<file path="src/pbd_pkg.sv">
package pbd_pkg;

  typedef logic signed [15:0] sample_t;

  localparam int SAMPLE_W   = 16;
  localparam int SWING_W    = 15;
  localparam int DC_W       = 32;
  localparam int DC_FRAC    = 15;
  localparam int DC_LEAK    = 4;
  localparam int FIR_LEN    = 23;
  localparam int FIR_CENTER = 11;
  localparam int FIR_SHIFT  = 15;
  localparam int ACC_W      = 32;
  localparam int CFG_IDX_W  = 2;

  typedef sample_t tap_line_t [0:FIR_LEN-1];

  // half of the symmetric impulse response, center tap last
  localparam logic [12:0] FIR_COEF [0:FIR_CENTER] = '{
    13'd172, 13'd321, 13'd579, 13'd927, 13'd1360, 13'd1858,
    13'd2390, 13'd2916, 13'd3391, 13'd3768, 13'd4012, 13'd4096
  };

  localparam logic [CFG_IDX_W-1:0] REG_MIN_SWING = 2'd0;
  localparam logic [CFG_IDX_W-1:0] REG_MAX_SWING = 2'd1;

  localparam logic [SWING_W-1:0] MIN_SWING_RST = 15'd20;
  localparam logic [SWING_W-1:0] MAX_SWING_RST = 15'd1000;

  typedef struct packed {
    logic load;
    logic drain;
  } stage_ctl_t;

endpackage

</file>
<file path="src/pbd_sample_if.sv">
interface pbd_sample_if import pbd_pkg::*; ();
  logic                valid;
  logic                ready;
  logic [SAMPLE_W-1:0] sample;

  modport source (output valid, output sample, input ready);
  modport sink (input valid, input sample, output ready);
endinterface

</file>
<file path="src/pbd_result_if.sv">
interface pbd_result_if import pbd_pkg::*; ();
  logic    valid;
  logic    ready;
  logic    beat;
  sample_t filtered;

  modport source (output valid, output beat, output filtered, input ready);
  modport sink (input valid, input beat, input filtered, output ready);
endinterface

</file>
<file path="src/pulse_beat_detector.sv">
// Heart beat detector for an optical pulse sensor. Each sample word is
// DC-stripped by a Q15 leaky average (leak shift 4), low-pass filtered by a
// 23-tap symmetric FIR and tracked for peak and trough; a beat is flagged at
// an upward zero crossing whose peak-to-trough swing lies strictly between
// min_swing and max_swing. One sample is accepted every cycle while the result
// register is not stalled, and one result word comes out per sample: the accept
// edge updates the DC average and shifts the delay line, then the FIR sum and the
// edge tracking are registered into the result register. The result
// register stalls the front only when it is full and not taken.
module pulse_beat_detector import pbd_pkg::*; (
  input  logic                 clk,
  input  logic                 rst,
  input  logic                 cfg_wr_en,
  input  logic [CFG_IDX_W-1:0] cfg_index,
  input  logic [SWING_W-1:0]   cfg_data,
  pbd_sample_if.sink           samples,
  pbd_result_if.source         results
);

  stage_ctl_t ctl;
  logic       busy;
  logic       advance;
  tap_line_t  taps;
  sample_t    level;
  logic       out_valid;
  logic       out_beat;
  sample_t    out_filtered;

  // drain the tap stage into the result register when it is free or leaving
  assign advance       = busy && (!out_valid || results.ready);
  assign samples.ready = !busy || advance;
  assign ctl.load      = samples.valid && samples.ready;
  assign ctl.drain     = advance;

  pbd_front u_front (
    .clk    (clk),
    .rst    (rst),
    .ctl    (ctl),
    .sample (samples.sample),
    .busy   (busy),
    .taps   (taps)
  );

  pbd_fir u_fir (
    .taps     (taps),
    .filtered (level)
  );

  pbd_track u_track (
    .clk          (clk),
    .rst          (rst),
    .cfg_wr_en    (cfg_wr_en),
    .cfg_index    (cfg_index),
    .cfg_data     (cfg_data),
    .advance      (advance),
    .out_ready    (results.ready),
    .level        (level),
    .out_valid    (out_valid),
    .out_beat     (out_beat),
    .out_filtered (out_filtered)
  );

  assign results.valid    = out_valid;
  assign results.beat     = out_beat;
  assign results.filtered = out_filtered;

endmodule

</file>
<file path="src/pbd_front.sv">
module pbd_front import pbd_pkg::*; (
  input  logic                clk,
  input  logic                rst,
  input  stage_ctl_t          ctl,
  input  logic [SAMPLE_W-1:0] sample,
  output logic                busy,
  output tap_line_t           taps
);

  logic [DC_W-1:0]       dc_level;
  logic [DC_W-1:0]       dc_level_next;
  logic signed [DC_W:0]  dc_diff;
  logic signed [DC_W:0]  dc_step;
  logic [SAMPLE_W-1:0]   dc_est;
  sample_t               ac_value;
  logic                  busy_next;

  // leaky average in Q15: dc += floor((s<<15 - dc) / 16)
  always_comb begin
    dc_diff       = $signed({2'b00, sample, {DC_FRAC{1'b0}}}) - $signed({1'b0, dc_level});
    dc_step       = dc_diff >>> DC_LEAK;
    dc_level_next = dc_level + dc_step[DC_W-1:0];
    dc_est        = dc_level_next[DC_FRAC +: SAMPLE_W];
    ac_value      = sample_t'(sample - dc_est);
  end

  always_comb begin
    busy_next = busy;
    if (ctl.load) begin
      busy_next = 1'b1;
    end else if (ctl.drain) begin
      busy_next = 1'b0;
    end
  end

  always_ff @(posedge clk) begin
    if (rst) begin
      busy     <= 1'b0;
      dc_level <= '0;
      for (int k = 0; k < FIR_LEN; k++) begin
        taps[k] <= '0;
      end
    end else begin
      busy <= busy_next;
      if (ctl.load) begin
        dc_level <= dc_level_next;
        taps[0]  <= ac_value;
        for (int k = 1; k < FIR_LEN; k++) begin
          taps[k] <= taps[k-1];
        end
      end
    end
  end

endmodule

</file>
<file path="src/pbd_fir.sv">
module pbd_fir import pbd_pkg::*; (
  input  tap_line_t taps,
  output sample_t   filtered
);

  logic signed [ACC_W-1:0] prod [0:FIR_CENTER];
  logic signed [ACC_W-1:0] acc;

  // fold the symmetric taps, then one constant product per pair
  always_comb begin
    logic signed [SAMPLE_W:0] pair;
    for (int i = 0; i < FIR_CENTER; i++) begin
      pair    = (SAMPLE_W+1)'(taps[i]) + (SAMPLE_W+1)'(taps[FIR_LEN-1-i]);
      prod[i] = ACC_W'(pair) * $signed({{(ACC_W-13){1'b0}}, FIR_COEF[i]});
    end
    prod[FIR_CENTER] = ACC_W'(taps[FIR_CENTER])
                       * $signed({{(ACC_W-13){1'b0}}, FIR_COEF[FIR_CENTER]});
  end

  always_comb begin
    acc = '0;
    for (int i = 0; i <= FIR_CENTER; i++) begin
      acc = acc + prod[i];
    end
  end

  // floor shift by 15 then wrap to 16 bits
  assign filtered = acc[FIR_SHIFT +: SAMPLE_W];

endmodule

</file>
<file path="src/pbd_track.sv">
module pbd_track import pbd_pkg::*; (
  input  logic                 clk,
  input  logic                 rst,
  input  logic                 cfg_wr_en,
  input  logic [CFG_IDX_W-1:0] cfg_index,
  input  logic [SWING_W-1:0]   cfg_data,
  input  logic                 advance,
  input  logic                 out_ready,
  input  sample_t              level,
  output logic                 out_valid,
  output logic                 out_beat,
  output sample_t              out_filtered
);

  logic [SWING_W-1:0] min_swing;
  logic [SWING_W-1:0] max_swing;

  sample_t current_level;
  sample_t running_peak;
  sample_t running_trough;
  logic    rising_flag;
  logic    falling_flag;

  sample_t running_peak_next;
  sample_t running_trough_next;
  logic    rising_flag_next;
  logic    falling_flag_next;
  logic    beat_next;

  logic                 cross_up;
  logic                 cross_down;
  logic signed [SAMPLE_W:0] swing;

  always_comb begin
    cross_up   = current_level[SAMPLE_W-1] && !level[SAMPLE_W-1];
    cross_down = (current_level > 0) && (level <= 0);
    // swing is taken at 17 bits, never wrapped
    swing      = (SAMPLE_W+1)'(running_peak) - (SAMPLE_W+1)'(running_trough);
    beat_next  = cross_up
                 && (swing > $signed({2'b00, min_swing}))
                 && (swing < $signed({2'b00, max_swing}));

    rising_flag_next    = rising_flag;
    falling_flag_next   = falling_flag;
    running_peak_next   = running_peak;
    running_trough_next = running_trough;
    if (cross_up) begin
      rising_flag_next  = 1'b1;
      falling_flag_next = 1'b0;
      running_peak_next = '0;
    end
    if (cross_down) begin
      rising_flag_next    = 1'b0;
      falling_flag_next   = 1'b1;
      running_trough_next = '0;
    end
    if (rising_flag_next && (level > current_level)) begin
      running_peak_next = level;
    end
    if (falling_flag_next && (level < current_level)) begin
      running_trough_next = level;
    end
  end

  always_ff @(posedge clk) begin
    if (rst) begin
      min_swing <= MIN_SWING_RST;
      max_swing <= MAX_SWING_RST;
    end else if (cfg_wr_en) begin
      case (cfg_index)
        REG_MIN_SWING: min_swing <= cfg_data;
        REG_MAX_SWING: max_swing <= cfg_data;
        default: ;
      endcase
    end
  end

  always_ff @(posedge clk) begin
    if (rst) begin
      out_valid      <= 1'b0;
      current_level  <= '0;
      running_peak   <= '0;
      running_trough <= '0;
      rising_flag    <= 1'b0;
      falling_flag   <= 1'b0;
    end else if (advance) begin
      out_valid      <= 1'b1;
      current_level  <= level;
      running_peak   <= running_peak_next;
      running_trough <= running_trough_next;
      rising_flag    <= rising_flag_next;
      falling_flag   <= falling_flag_next;
    end else if (out_ready) begin
      out_valid <= 1'b0;
    end
  end

  // result word, held until taken
  always_ff @(posedge clk) begin
    if (advance) begin
      out_beat     <= beat_next;
      out_filtered <= level;
    end
  end

endmodule

</file>
<file path="src/flat_wrapper.sv">
// flat-port wrapper written by rule: the top's interface ports become plain ports
module pulse_beat_detector_flat import pbd_pkg::*;
  (clk, rst, cfg_wr_en, cfg_index, cfg_data, samples_valid, samples_sample, samples_ready, results_valid, results_beat, results_filtered, results_ready);
  pbd_sample_if samples_i ();
  pbd_result_if results_i ();
  input  logic clk;
  input  logic rst;
  input  logic cfg_wr_en;
  input  logic [CFG_IDX_W-1:0] cfg_index;
  input  logic [SWING_W-1:0] cfg_data;
  input wire logic [$bits(samples_i.valid)-1:0] samples_valid;
  input wire logic [$bits(samples_i.sample)-1:0] samples_sample;
  output wire logic [$bits(samples_i.ready)-1:0] samples_ready;
  output wire logic [$bits(results_i.valid)-1:0] results_valid;
  output wire logic [$bits(results_i.beat)-1:0] results_beat;
  output wire logic [$bits(results_i.filtered)-1:0] results_filtered;
  input wire logic [$bits(results_i.ready)-1:0] results_ready;
  assign samples_i.valid = samples_valid;
  assign samples_i.sample = samples_sample;
  assign samples_ready = samples_i.ready;
  assign results_valid = results_i.valid;
  assign results_beat = results_i.beat;
  assign results_filtered = results_i.filtered;
  assign results_i.ready = results_ready;
  pulse_beat_detector u_core (.clk(clk), .rst(rst), .cfg_wr_en(cfg_wr_en), .cfg_index(cfg_index), .cfg_data(cfg_data), .samples(samples_i), .results(results_i));
endmodule
</file>
<file path="config.mk">
export PLATFORM = sky130hd
export DESIGN_NAME = pulse_beat_detector_flat
export DESIGN_NICKNAME = d
export VERILOG_FILES = /design/src/pbd_pkg.sv /design/src/pbd_sample_if.sv /design/src/pbd_result_if.sv /design/src/pulse_beat_detector.sv /design/src/pbd_front.sv /design/src/pbd_fir.sv /design/src/pbd_track.sv /design/src/flat_wrapper.sv
export SDC_FILE = /design/constraint.sdc
export NUM_CORES = 2
export LEC_CHECK = 0
export BUFFER_PORTS_ARGS = -buffer_cell sky130_fd_sc_hd__buf_4
export CAP_MARGIN = 20
export CORE_MARGIN = 3
export CORE_UTILIZATION = 50
export CTS_BUF_LIST = sky130_fd_sc_hd__clkbuf_4 sky130_fd_sc_hd__clkbuf_8
export DETAILED_ROUTE_END_ITERATION = 6
export PLACE_DENSITY_LB_ADDON = 0.05
export SYNTH_ARGS = -nofsm -noshare
export SYNTH_HDL_FRONTEND = slang
export SYNTH_SLANG_ARGS = --single-unit
export TNS_END_PERCENT = 20
</file>
<file path="constraint.sdc">
create_clock -name clk -period 41.5 [get_ports clk]
set_input_delay 4.15 -clock clk [delete_from_list [all_inputs] [get_ports clk]]
set_output_delay 4.15 -clock clk [all_outputs]
set_load 0.01 [all_outputs]
</file>
==> impl_metrics.py <==
metrics = {
    "detailed_routing": {
        "drc": 0,
        "drt_wl_total_um": 206000,
        "vias_per_cell": 5.26,
        "firstDrtPassIters": 6,
        "vias": 52000,
        "wl_per_cell_um": 20.9,
        "drtAntennaViolNets": 0,
        "drt_iter0_markers": 3019,
    },
    "finish": {
        "areaGrowthSynthToFinish_pct": 7.14,
        "nNetsFinal": 10100,
        "drive_above_1_share_pct": 4.80,
        "fin_area_um2": 75500,
    },
    "floorplan": {
        "die_h_um": 381,
        "io_pins": 57,
        "die-area_um2": 145000,
        "die_x_um": 381,
        "core_area_um2": 140000,
        "rows": 137,
        "initial_utilization_pct": 50.4,
    },
    "power_and_ir_drop": {
        "peakVddDrop_uv": 66.1,
        "powerDensity_nw_per_um2": 44.1,
        "power_w": 0.00333,
        "leakage_nw": 38.3,
    },
    "timing": {
        "period_share_pct": 41.2,
        "setup_viol": 0,
        "finalHoldViolations": 0,
        "finClkSkew_ns": 0.0826,
        "max_slew_margin_pct": 20.4,
        "min_period_ns": 17.12,
        "fmax_mhz": 58.4,
        "rsz0062_at_grt": "no",
        "tns_ns": 0,
        "final_max_slew_viol_count": 0,
        "tightest_slew_ns": 1.19,
    },
    "yosys": {
        "synth_most_common_cell": "inv_1",
        "synth-seq-cells": 499,
        "post_synth_num_cell_types": 102,
        "synthTopCellsByCount": "1,718 x inv_1, 1,150 x ha_1, 1,006 x fa_1",
        "yosys-top-cells-area": "fa_1 29%, ha_1 20%, dfxtp_1 14%",
        "syn-num-nets": 10100,
        "synth-seq-area-share_pct": 14.4,
        "syn_area_um2": 70400,
        "avgSynthCellArea_um2": 8.96,
        "async_reset_ff_share_pct": 0,
        "yosysTopAreaCellShare_pct": 28.6,
        "yosysWarningCount": 0,
        "netlist_instances": 7863,
        "ys.flop_type": "dfxtp_1",
        "synth_top_cell_by_area": "fa_1",
        "synth_edf_count": 17,
    },
    "critical_path": {
        "required_ns": 42.13,
        "cp.buffers_inverters": 11,
        "max_stage_delay_ns": 0.75,
        "worstPathArrival_ns": 17.75,
        "startpoint_type": "register",
        "path_max_fanout": 16,
        "slowest_stage": "a21boi_0",
        "crit_type": "reg -> reg",
        "critPathTopFamily": "adder cells",
        "cp-startpoint": "u_core.u_front.taps[242]",
        "crit_top_cell": "fa_1",
        "rr_startpoint": "u_core.u_front.taps[242]",
        "end_kind": "register",
        "ff2ff_setup_slack_ns": 24.38,
    },
    "cts": {
        "clock_latency_ns": 0.86,
        "cts_buffers": 97,
        "cts_sinks": 499,
        "cts.clk_slew.worst_paths_ns": 0.06,
        "post-cts-setup-buffer-count": 0,
        "root_buffer": "clkbuf_8",
        "cts_hold_repair.buffers": 0,
        "cts.path.max_buffers": 3,
        "h-tree-depth": 3,
        "cts_resized": 0,
        "cts_tree": "built",
    },
    "placement": {
        "gp_congestion": 0.964,
        "port-buffer-count": 56,
        "hpwl_um": 178000,
        "placed_area_um2": 73100,
    },
    "global_route": {
        "grt_antenna_before_repair": 8,
        "grt_pass1_vias": 54200,
        "grt_max_degree": 100,
        "grt_pass1_wl_um": 317000,
        "grt_usage_pct": 28.8,
        "overflow": 0,
    },
    "worst_hold_path": {
        "hp-class": "reg -> reg",
        "holdCritStartpoint": "u_core.u_front.taps[56]",
    },
    "flow_run": {
        "cap_violations": 0,
    },
    "status": {
        "status": "finished clean",
    },
}
## flip-flops by register name, indices dropped and copies added (netlist names)
signal / count
u_core.u_track.current_level: 16
u_core.u_front.dc_level: 32
u_core.u_track.falling_flag: 1
u_core.u_track.out_filtered: 16
u_core.u_track.max_swing: 15
u_core.u_track.out_valid: 1
u_core.u_front.taps: 368
u_core.u_track.min_swing: 15
u_core.u_track.running_trough: 16
u_core.u_track.rising_flag: 1
u_core.u_track.running_peak: 16
u_core.u_track.out_beat: 1
u_core.u_front.busy: 1
## cells in the final DEF, fill, tap and decap left out, types with 10 or more instances in the layout
cell type / count
fa_1: 1006
dfxtp_1: 482
nor2_1: 277
or3_1: 30
nand4_1: 12
o32ai_1: 21
and2_1: 21
a21boi_0: 39
nor3_1: 66
inv_1: 1718
a31oi_1: 18
and3_1: 24
xnor2_1: 275
o211ai_1: 23
a31o_2: 10
edfxtp_1: 17
buf_4: 124
clkbuf_4: 32
a21o_1: 72
or2_2: 18
ha_1: 1150
nor2b_1: 58
o31a_1: 11
nand3_1: 51
clkbuf_8: 115
o31ai_1: 12
bufinv_16: 10
xor2_1: 123
o21ai_0: 179
a211oi_1: 31
nand2_1: 965
a21oi_1: 671
o21a_1: 45
o21bai_1: 65
nand2b_1: 41
## power breakdown
part           internal (W)  switching [W]  leakage, nW
combinational      0.000843        0.00132         33.0
clock              0.000348       0.000255         1.22
sequential         0.000531      0.0000318         4.06
## metal layers
metal | vias up | GRT usage (%) | part of all wire (%)
li1 | 25100 | - | -
met1 | 25700 | 40.0 | 45
met2 | 1015 | 46.1 | 45
met3 | 256 | 4.72 | 6.0
met4 | 0 | 8.88 | 3.3
met5 | - | 0 | 0
## worst paths after layout
kind | to | cells after the start
setup / recovery | u_core.u_track.running_peak[2] | 62
hold / removal | u_core.u_front.taps[40] | 2
hold reg to reg | u_core.u_front.taps[40] | 2
setup reg to reg | u_core.u_track.running_peak[2] | 62
## per-stage QoR
step	util (%)	setup slack, ns	cells	hold WS (ns)
after floorplan	-	25.82	7863	0.436
after global placement	52.3	24.86	9701	0.443
after detailed placement	52.3	24.63	9701	0.447
after CTS	54.0	24.52	9879	0.454
after global routing	54.0	23.46	9883	0.467
final	54.0	24.38	9883	0.448
## kinds of logic after synthesis
group / count (synthesis) / share of synthesized area (%)
and+or+nand+nor: 1601 / 9.73
muxes: 13 / 0.194
buffers and inverters: 1883 / 10.1
AOI/OAI and AO/OA: 1310 / 11.5
adders and majority gates: 2156 / 49.0
DFF: 499 / 14.4
xor gates and xnor gates: 401 / 5.02
## tightest hold or removal path: stages (launching register included)
cell and delay [ns]:
dfxtp_1 0.33, nand2_1 0.06, a21oi_1 0.05
## cell type report
| type | instances | area [um^2] |
|---|---|---|
| flip-flops and latches | 499 | 10200 |
| repair buffers | 127 | 965 |
| clock buffers | 146 | 1820 |
| diodes | 2 | 5.00 |
| well taps | 1876 | 2350 |
| multi-input cells | 5481 | 53200 |
| fillers | 13300 | 64200 |
| clock inverters | 32 | 526 |
| inverters | 1720 | 6460 |
Note: power is estimated with default switching activity, not from simulation.
